### config.mk
export PLATFORM = sky130hd
export DESIGN_NAME = rv32im_integer_execute
export DESIGN_NICKNAME = d
export VERILOG_FILES = /design/src/rtl/core/rvx_pkg.sv /design/src/rtl/core/rv32im_integer_execute.sv
export SDC_FILE = /design/constraint.sdc
export NUM_CORES = 2
export LEC_CHECK = 0
export BUFFER_PORTS_ARGS = -buffer_cell sky130_fd_sc_hd__buf_2
export CORE_MARGIN = 2
export CORE_UTILIZATION = 60
export DETAILED_ROUTE_END_ITERATION = 12
export GPL_TIMING_DRIVEN = 0
export PLACE_DENSITY = 0.74
export SETUP_SLACK_MARGIN = 0.1
export SYNTH_ARGS = -nofsm -noshare
export SYNTH_HDL_FRONTEND = slang
export SYNTH_SLANG_ARGS = --single-unit
### constraint.sdc
create_clock -name clk -period 22.1 [get_ports clk]
set_clock_uncertainty 0.15 [all_clocks]
set_input_delay 2.21 -clock clk [delete_from_list [all_inputs] [get_ports clk]]
set_output_delay 2.21 -clock clk [all_outputs]
set_load 0.05 [all_outputs]
### src/rtl/core/rvx_pkg.sv
// Package: shared types and constants for the RV32IM execute block.
`timescale 1ns / 1ps
package rvx_pkg;
  localparam logic [6:0] OP_REG    = 7'h33;
  localparam logic [6:0] OP_IMM    = 7'h13;
  localparam logic [6:0] OP_JALR   = 7'h67;
  localparam logic [6:0] OP_BRANCH = 7'h63;
  localparam logic [6:0] OP_JAL    = 7'h6F;
  localparam logic [6:0] OP_LUI    = 7'h37;
  localparam logic [6:0] OP_AUIPC  = 7'h17;
  localparam logic [6:0] OP_FENCE  = 7'h0F;
  localparam logic [6:0] OP_LOAD   = 7'h03;
  localparam logic [6:0] OP_STORE  = 7'h23;

  localparam logic [1:0] ST_OK    = 2'd0;
  localparam logic [1:0] ST_MEM   = 2'd1;
  localparam logic [1:0] ST_ILLEG = 2'd2;

  localparam logic [0:0] REG_START = 1'b0;
  localparam logic [0:0] REG_STOP  = 1'b1;

  typedef enum logic [1:0] {
    S_IDLE,
    S_EXEC,
    S_MDIV,
    S_DONE
  } state_t;

  typedef struct packed {
    logic [31:0] instruction_address;
    logic [31:0] next_address;
    logic [4:0]  dest_index;
    logic [31:0] dest_value;
    logic        dest_written;
    logic [1:0]  status;
    logic        halted;
  } result_t;
endpackage

### src/rtl/core/rv32im_integer_execute.sv
// Top level: RV32IM execute block with register file and shared shift-add unit.
`timescale 1ns / 1ps
// Channel  | Direction | Content
// in_      | slave     | tdata[31:0] instruction
// out_     | master    | tdata: instruction_address, next_address, dest_index,
//          |           |   dest_value, dest_written, status, halted (low bit up)
// cfg_     | APB       | 0x0 start_address, 0x4 stop_address
// Flow: ALU, branch and jump items pass through read, execute and deliver.
// MUL/DIV/REM items add 32 radix-2 shift/add-subtract steps, then commit.
// Reset: synchronous; register file cleared by per-entry valid bits.
// A finished result waits in the output register; in_tready stays low until taken.
module rv32im_integer_execute (
  input  logic         clk,
  input  logic         rst_n,
  input  logic         in_tvalid,
  output logic         in_tready,
  input  logic [31:0]  in_tdata,   // instruction
  output logic         out_tvalid,
  input  logic         out_tready,
  output logic [111:0] out_tdata,  // instruction_address, next_address, dest_index,
                                   // dest_value, dest_written, status, halted, zero pad
  input  logic         cfg_psel,
  input  logic         cfg_penable,
  input  logic         cfg_pwrite,
  input  logic [2:0]   cfg_paddr,
  input  logic [31:0]  cfg_pwdata,
  output logic [31:0]  cfg_prdata,
  output logic         cfg_pready
);
  import rvx_pkg::*;

  state_t state_r, state_nxt;
  logic [31:0] start_r, stop_r, pc_r;
  logic        halt_r;
  logic [31:0] rf_r [32];
  logic [31:0] rf_vld_r;
  logic [31:0] ins_r, a_r, b_r;
  result_t     res_r;
  logic        cfg_wr;

  // multiply/divide unit
  logic [31:0] acc_r, mq_r, md_r;   // acc: high/rem, mq: low/quotient
  logic [5:0]  cnt_r;
  logic        neg_r, is_div_r;
  logic [2:0]  mf3_r;

  assign cfg_pready = 1'b1;
  assign cfg_wr = cfg_psel & cfg_penable & cfg_pwrite;
  always_comb begin
    case (cfg_paddr[2])
      REG_START: cfg_prdata = start_r;
      default:   cfg_prdata = stop_r;
    endcase
  end

  assign in_tready  = (state_r == S_IDLE);
  assign out_tvalid = (state_r == S_DONE);
  assign out_tdata  = {7'b0, res_r.halted, res_r.status, res_r.dest_written,
                       res_r.dest_value, res_r.dest_index, res_r.next_address,
                       res_r.instruction_address};

  logic in_acc;
  assign in_acc = in_tvalid & in_tready;

  // decode of the held instruction
  logic [6:0] opc, f7;
  logic [2:0] f3;
  logic [4:0] rd;
  logic [31:0] immi, immb, immj, immu;
  assign opc = ins_r[6:0];
  assign rd  = ins_r[11:7];
  assign f3  = ins_r[14:12];
  assign f7  = ins_r[31:25];
  assign immi = {{20{ins_r[31]}}, ins_r[31:20]};
  assign immb = {{19{ins_r[31]}}, ins_r[31], ins_r[7], ins_r[30:25], ins_r[11:8], 1'b0};
  assign immj = {{11{ins_r[31]}}, ins_r[31], ins_r[19:12], ins_r[20], ins_r[30:21], 1'b0};
  assign immu = {ins_r[31:12], 12'h000};

  logic is_md;
  assign is_md = (opc == OP_REG) && (f7 == 7'h01);

  // execute stage
  logic [31:0] opb, val, nxt, pc4;
  logic        wr, take;
  logic [1:0]  st;
  logic        slt_s, slt_u;
  always_comb begin
    opb = (opc == OP_REG || opc == OP_BRANCH) ? b_r : immi;
    pc4 = pc_r + 32'd4;
    slt_s = $signed(a_r) < $signed(opb);
    slt_u = a_r < opb;
    val = '0; wr = 1'b0; st = ST_OK; nxt = pc4; take = 1'b0;
    case (opc)
      OP_REG, OP_IMM: begin
        wr = 1'b1;
        case (f3)
          3'd0: val = (opc == OP_REG && f7 == 7'h20) ? a_r - opb : a_r + opb;
          3'd1: val = a_r << opb[4:0];
          3'd2: val = {31'd0, slt_s};
          3'd3: val = {31'd0, slt_u};
          3'd4: val = a_r ^ opb;
          3'd5: val = f7[5] ? 32'($signed(a_r) >>> opb[4:0]) : a_r >> opb[4:0];
          3'd6: val = a_r | opb;
          default: val = a_r & opb;
        endcase
        if (opc == OP_REG) begin
          if (!(f7 == 7'h00 || (f7 == 7'h20 && (f3 == 3'd0 || f3 == 3'd5)))) begin
            wr = 1'b0; st = ST_ILLEG;
          end
        end else if (f3 == 3'd1 && f7 != 7'h00) begin
          wr = 1'b0; st = ST_ILLEG;
        end else if (f3 == 3'd5 && f7 != 7'h00 && f7 != 7'h20) begin
          wr = 1'b0; st = ST_ILLEG;
        end
      end
      OP_JALR: begin
        if (f3 == 3'd0) begin
          wr = 1'b1; val = pc4; nxt = (a_r + immi) & ~32'd1;
        end else st = ST_ILLEG;
      end
      OP_BRANCH: begin
        case (f3)
          3'd0: take = (a_r == b_r);
          3'd1: take = (a_r != b_r);
          3'd4: take = slt_s;
          3'd5: take = !slt_s;
          3'd6: take = slt_u;
          3'd7: take = !slt_u;
          default: st = ST_ILLEG;
        endcase
        if (take) nxt = pc_r + immb;
      end
      OP_JAL:   begin wr = 1'b1; val = pc4; nxt = pc_r + immj; end
      OP_LUI:   begin wr = 1'b1; val = immu; end
      OP_AUIPC: begin wr = 1'b1; val = pc_r + immu; end
      OP_FENCE: ;
      OP_LOAD, OP_STORE: st = ST_MEM;
      default: st = ST_ILLEG;
    endcase
  end

  // mul/div result selection
  logic [31:0] md_val;
  logic        b_zero, ovf;
  assign b_zero = (b_r == 32'd0);
  assign ovf = (a_r == 32'h80000000) && (b_r == 32'hFFFFFFFF);
  always_comb begin
    case (mf3_r)
      3'd0: md_val = neg_r ? ~mq_r + 32'd1 : mq_r;
      3'd1, 3'd2, 3'd3: md_val = neg_r ? ~acc_r + {31'd0, (mq_r == 32'd0)} : acc_r;
      3'd4: md_val = b_zero ? 32'hFFFFFFFF : (ovf ? 32'h80000000
                     : (neg_r ? 32'd0 - mq_r : mq_r));
      3'd5: md_val = b_zero ? 32'hFFFFFFFF : mq_r;
      3'd6: md_val = b_zero ? a_r : (ovf ? 32'd0 : (neg_r ? 32'd0 - acc_r : acc_r));
      default: md_val = b_zero ? a_r : acc_r;
    endcase
  end

  // one step of the shared shift/add-subtract unit
  logic [32:0] add_sum, sub_dif;
  logic [31:0] rem_sh;
  assign add_sum = {1'b0, acc_r} + ((mq_r[0]) ? {1'b0, md_r} : 33'd0);
  assign rem_sh  = {acc_r[30:0], mq_r[31]};
  assign sub_dif = {acc_r[31], rem_sh} - {1'b0, md_r};

  // operand magnitudes at entry
  logic        sa_neg, sb_neg;
  logic [31:0] ma, mb;
  always_comb begin
    sa_neg = 1'b0; sb_neg = 1'b0;
    case (f3)
      3'd1, 3'd4, 3'd6: begin sa_neg = a_r[31]; sb_neg = b_r[31]; end
      3'd2: sa_neg = a_r[31];
      default: ;
    endcase
    ma = sa_neg ? 32'd0 - a_r : a_r;
    mb = sb_neg ? 32'd0 - b_r : b_r;
  end

  always_comb begin
    state_nxt = state_r;
    case (state_r)
      S_IDLE: if (in_acc) state_nxt = S_EXEC;
      S_EXEC: state_nxt = (is_md && !halt_r) ? S_MDIV : S_DONE;
      S_MDIV: if (cnt_r == 6'd32) state_nxt = S_DONE;
      S_DONE: if (out_tready) state_nxt = S_IDLE;
      default: state_nxt = S_IDLE;
    endcase
  end

  logic        commit;
  logic [31:0] c_val, c_nxt;
  logic        c_wr;
  logic [1:0]  c_st;
  always_comb begin
    commit = 1'b0;
    c_val = val; c_nxt = nxt; c_wr = wr; c_st = st;
    if (state_r == S_EXEC && !(is_md && !halt_r)) commit = 1'b1;
    if (state_r == S_MDIV && cnt_r == 6'd32) begin
      commit = 1'b1; c_val = md_val; c_nxt = pc_r + 32'd4; c_wr = 1'b1; c_st = ST_OK;
    end
  end

  always_ff @(posedge clk) begin
    if (!rst_n) begin
      state_r <= S_IDLE;
      start_r <= '0; stop_r <= '0; pc_r <= '0; halt_r <= 1'b0;
      rf_vld_r <= '0;
      cnt_r <= '0;
    end else begin
      state_r <= state_nxt;
      if (cfg_wr) begin
        case (cfg_paddr[2])
          REG_START: begin start_r <= cfg_pwdata; pc_r <= cfg_pwdata; halt_r <= 1'b0; end
          default:   stop_r <= cfg_pwdata;
        endcase
      end
      if (state_r == S_EXEC) cnt_r <= '0;
      else if (state_r == S_MDIV) cnt_r <= cnt_r + 6'd1;
      if (commit && !halt_r) begin
        pc_r <= c_nxt;
        halt_r <= (c_nxt == stop_r);
        if (c_wr && rd != 5'd0) rf_vld_r[rd] <= 1'b1;
      end
    end
  end

  always_ff @(posedge clk) begin
    if (in_acc) ins_r <= in_tdata;
    if (commit && !halt_r && c_wr && rd != 5'd0) rf_r[rd] <= c_val;
    if (commit) begin
      res_r.instruction_address <= pc_r;
      if (halt_r) begin
        res_r.next_address <= pc_r; res_r.dest_index <= '0; res_r.dest_value <= '0;
        res_r.dest_written <= 1'b0; res_r.status <= ST_OK; res_r.halted <= 1'b1;
      end else begin
        res_r.next_address <= c_nxt;
        res_r.dest_index   <= (c_wr && rd != 5'd0) ? rd : 5'd0;
        res_r.dest_value   <= (c_wr && rd != 5'd0) ? c_val : 32'd0;
        res_r.dest_written <= c_wr && rd != 5'd0;
        res_r.status       <= c_st;
        res_r.halted       <= (c_nxt == stop_r);
      end
    end
    // mul/div unit
    if (state_r == S_EXEC) begin
      mf3_r    <= f3;
      is_div_r <= f3[2];
      acc_r    <= '0;
      mq_r     <= f3[2] ? ma : mb;
      md_r     <= f3[2] ? mb : ma;
      neg_r    <= (f3 == 3'd6) ? sa_neg : (sa_neg ^ sb_neg);
    end else if (state_r == S_MDIV) begin
      if (!is_div_r) begin
        {acc_r, mq_r} <= {add_sum, mq_r[31:1]};
      end else if (!sub_dif[32]) begin
        acc_r <= sub_dif[31:0];
        mq_r  <= {mq_r[30:0], 1'b1};
      end else begin
        acc_r <= rem_sh;
        mq_r  <= {mq_r[30:0], 1'b0};
      end
    end
  end

  // read both operands in the accept cycle
  always_ff @(posedge clk) begin
    if (in_acc) begin
      a_r <= (rf_vld_r[in_tdata[19:15]] && in_tdata[19:15] != 5'd0)
             ? rf_r[in_tdata[19:15]] : 32'd0;
      b_r <= (rf_vld_r[in_tdata[24:20]] && in_tdata[24:20] != 5'd0)
             ? rf_r[in_tdata[24:20]] : 32'd0;
    end
  end

  a_no_accept_busy: assert property (@(posedge clk) disable iff (!rst_n)
    (state_r != S_IDLE) |-> !in_tready) else $error("accept while busy");
  a_x0_never: assert property (@(posedge clk) disable iff (!rst_n)
    !rf_vld_r[0]) else $error("x0 marked written");
  a_md_len: assert property (@(posedge clk) disable iff (!rst_n)
    (state_r == S_MDIV && $past(state_r) == S_EXEC) |-> cnt_r == 6'd0)
    else $error("mul/div count not cleared");
  a_done_hold: assert property (@(posedge clk) disable iff (!rst_n)
    (state_r == S_DONE && !out_tready) |=> state_r == S_DONE) else $error("result dropped");
endmodule
==> results.md, run 1 <==
- Chip height: 393 µm
- Initial antenna violation count: 87
- Rows: 142
- Die Span X: 393 µm
- Fraction of registers with async set or reset after synthesis: 0%
- Tool error: [ERROR GRT-0232] Routing congestion too high. Check the congestion heatmap in the GUI.
- Bufs on Longest Clock Path: 3
- CTS H-Tree Depth: 4
- PortBufs: 208
- Initial core utilization: 60.5%
- Status: did not finish
- Ports: 221
- Pin count of the biggest net entering global routing: 56
- GRT Total Usage: 74.5%
- GRT Residual Overflow: 41
- Cell Area, Synth: 90700 µm²
- HPWL Detailed: 342000 µm
- Setup bufs post-CTS: 0
- Fail Step: global routing
- Number of synthesized flops with an enable pin: 1293
- Area leader, netlist: edfxtp_1
- GP Congestion: 1.12
- Seq cells post-synth: 1461
- Yosys cell types: 97
- CTS buffer count: 150
- Top_reg_cell synth: edfxtp_1
- Synth warnings: 0
- Largest cells by area after synthesis: edfxtp_1 (43%), mux4_2 (18%), dfxtp_1 (3.7%)
- Count leader, synth: edfxtp_1
- Gate Count Post-Synth: 7533
- CTS Sinks: 1461
- Top post-synthesis cells by count: edfxtp_1 (1293), mux4_2 (705), nand2_1 (688)
- Top-area cell type share of the netlist area: 42.8%
- Post-CTS Resized: 0
- Clock root buffer: clkbuf_16
- Hold Buf Count CTS: 0
- Sequential area share after synthesis: 46.5%
- Syn_area_per_cell: 12.0 µm²
metal layers:
metal  track usage [%]  overflow
met1              78.3        13
met4              62.6         7
met5              46.1         2
met3              63.4         5
met2              86.9        14
stage by stage:
step | worst slack (ps) | instance area (µm²) | util (%) | cells | hold WS (ps)
after floorplan | 14250 | 90800 | - | 7571 | 291
after global placement | 7280 | 94400 | 63.0 | 9795 | 298
after detailed placement | 12860 | 96000 | 64.0 | 9863 | 308
after CTS | 12620 | 101000 | 67.3 | 10100 | 316
kinds of logic after synthesis:
group | Yosys count | synth area share (%)
flops | 1461 | 46.5
fa+ha+maj | 259 | 3.63
compound gates | 1796 | 12.9
xor+xnor | 365 | 3.55
simple gates | 1879 | 9.45
buf+inv | 792 | 3.35
mux | 979 | 20.6
other cells | 2 | 0.00828
==> run 2, diff against run 1 <==
CORE_UTILIZATION = 40   (was 60)
PLACE_DENSITY = default   (was 0.74)
PLACE_DENSITY_LB_ADDON = 0.15   (was default)
SETUP_SLACK_MARGIN = default   (was 0.1)
==> run 2 against run 1 <==
Against the previous run: the flow now finishes, with violations (max-capacitance violations, max-slew violations); area after synthesis is the same; synthesized cell count is the same.
==> results.md, run 2 <==
- Bufs on Longest Clock Path: 3
- Vias in the first global route: 70600
- Violated checks: max-capacitance violations, max-slew violations
- Initial antenna violation count: 30
- Final hold violations: 0
- Seq cells post-synth: 1461
- Worst Setup End Kind: flip-flop
- Final min period: 9670 ps
- Worst-path cell chain: nand4bb_1 > buf_2 > nor3_2 > buf_6 > clkbuf_1 > a21o_1 > inv_1 > ha_1 > clkbuf_1 > nor2b_1 > o21ai_0 > nand2_1 > o31ai_1 > a21oi_1 > nor3_1 > o211ai_1 > nand2_1 > o21ai_0 > a221oi_1 > xor2_1 > nor4_1 > nand4_1 > nand2b_1
- Post-route antenna net violation count: 0
- Crit-path slowest cell: nor3_1
- Biggest register: rf_r
- Worst Path Arrival: 10210 ps
- Clock root buffer: clkbuf_16
- Cell Area, Synth: 90700 µm²
- Top post-synthesis cells by count: edfxtp_1 (1293), mux4_2 (705), nand2_1 (688)
- Die footprint: 231000 µm²
- Layout cells sized above 1: 17.7%
- CTS tree: yes
- # Max-Cap Violations: 3
- Ports: 221
- Rows: 174
- CP Launch Type: flip-flop
- RSZ-0062 raised after global routing: false
- Hold Buf Count CTS: 0
- Post-CTS Resized: 0
- Core Area: 225000 µm²
- Post-route cell area: 103000 µm²
- Number of DRC markers in iteration 0: 10300
- CTS buffer count: 164
- Number of synthesized flops with an enable pin: 1293
- Largest cells by area after synthesis: edfxtp_1 (43%), mux4_2 (18%), dfxtp_1 (3.7%)
- DRT Pass-1 Iters: 6
- Syn_area_per_cell: 12.0 µm²
- Initial core utilization: 40.3%
- Setup violators final: 0
- Power Density: 109 nW/µm²
- DR vias: 73700
- Max FFs per register: 1024
- Final Slew Violations: 24
- Pleak: 36.5 nW
- Chip height: 480 µm
- Crit-path max cell delay: 1040 ps
- Critical path required time: 22640 ps
- GRT Residual Overflow: 0
- Top-area cell type share of the netlist area: 42.8%
- Skew-Pair Late Insertion Delay: 870 ps
- GP Congestion: 1.06
- Status: finished, violations left
- Gate Count Post-Synth: 7533
- Critical path class: reg -> reg
- Total Nets Final: 8362
- Commonest cells after routing, fill and taps aside: edfxtp_1 (1293), mux4_2 (705), nand2_1 (688), a21oi_1 (496), nor2_1 (490)
- Reg clk slew, reported paths: 60 ps
- Global-route wire length before repair: 576000 µm
- Dpl cell area: 97500 µm²
- Area delta synth->final: 13.4%
- Setup TNS: 0 ps
- Top_reg_cell synth: edfxtp_1
- HPWL Detailed: 327000 µm
- Setup bufs post-CTS: 0
- Slew @ Worst Pin: 1570 ps
- Count leader, synth: edfxtp_1
- Sequential area share after synthesis: 46.5%
- Fmax: 103 MHz
- DRC: 0
- Yosys cell types: 97
- Worst VDD drop: 0.0000797 V
- Per-cell routed wire length: 38.0 µm
- Commonest non-fill, non-tap cell in the layout: edfxtp_1
- Synth warnings: 0
- Filler instances: 20700
- Final setup margin: 12430 ps
- Slew HR: -5.78%
- CTS Sinks: 1461
- Worst min-delay path class: reg -> reg
- Fraction of registers with async set or reset after synthesis: 0%
- Fin crit share: 43.8%
- Crit Path Max Fanout: 10
- Worst slack, placed: 12880 ps
- PortBufs: 208
- WL final: 424000 µm
- CTS H-Tree Depth: 4
- Area leader, netlist: edfxtp_1
- Pin count of the biggest net entering global routing: 67
- Vias per cell: 6.60
- GRT Total Usage: 36.0%
- Die Span X: 480 µm
## run 2: cell counts after synthesis
No cell type changed its count.
## run 2: path summary, 6_finish.rpt
path | endpoint | from | slack (ps) | depth (start not counted)
setup / recovery | out_tdata[104] | ins_r[2] | 12430 | 23
hold / removal | start_r[4] | start_r[4] | 310 | 2
setup reg to reg | out_tdata[104] | ins_r[2] | 12430 | 23
hold reg to reg | start_r[4] | start_r[4] | 310 | 2
## run 2: kinds of logic (layout without fill, tap and decap cells)
| logic type | after synthesis | count (layout) | share of synthesized area (%) |
|---|---|---|---|
| other cells | 2 | 54 | 0.00828 |
| flops | 1461 | 1461 | 46.5 |
| buf+inv | 792 | 1390 | 3.35 |
| mux | 979 | 979 | 20.6 |
| simple gates | 1879 | 1879 | 9.45 |
| compound gates | 1796 | 1796 | 12.9 |
| xor+xnor | 365 | 365 | 3.55 |
| fa+ha+maj | 259 | 259 | 3.63 |
## run 2: metrics by stage
step                cells  hold WS (ps)  power [mW]  utilization (%)
finish              11200           312        11.2             45.7
CTS                 11200           314        11.1             45.7
global route        11200           333        11.6             45.7
floorplan            7571           291        6.48                -
detailed placement  10900           306        8.34             43.3
global placement    10800           298        8.33             42.5
## run 2: worst max-delay path, delay by kind of cell (launching register included)
| kind | cells | cell delay, ps |
|---|---|---|
| DFF | 1 | 570 |
| and+or+nand+nor | 9 | 3350 |
| buffers and inverters | 5 | 1820 |
| xor gates and xnor gates | 1 | 160 |
| AOI/OAI and AO/OA | 7 | 3130 |
| adders and majority gates | 1 | 310 |
## run 2: cell type report
class                   instances  area [µm²]  share of cell area [%]
clock buffers                 197        4270                    4.15
clock inverters               109        1010                   0.985
flip-flops and latches       1461       42200                    41.0
diodes                         14        35.0                  0.0341
plain buffers                 575        2240                    2.18
well taps                    2992        3740                    3.64
repair buffers                292        2480                    2.41
multi-input cells            5318       46100                    44.8
inverters                     217         815                   0.792
## run 2: where the power goes
group / switching (mW) / internal [mW]
Clock: 1.22 / 1.51
Combinational: 3.35 / 1.47
Sequential: 0.394 / 3.28
## run 2: metal layers
metal | wire length (µm) | part of all wire, % | vias to the layer above | track usage (%)
li1 | - | - | 30400 | -
met1 | 168000 | 40 | 38100 | 48.2
met2 | 193000 | 46 | 4345 | 56.4
met3 | 38500 | 9.1 | 880 | 6.67
met4 | 24300 | 5.7 | 26 | 17.7
met5 | 177 | 0.042 | - | 0
(Power assumes the default switching activity.)
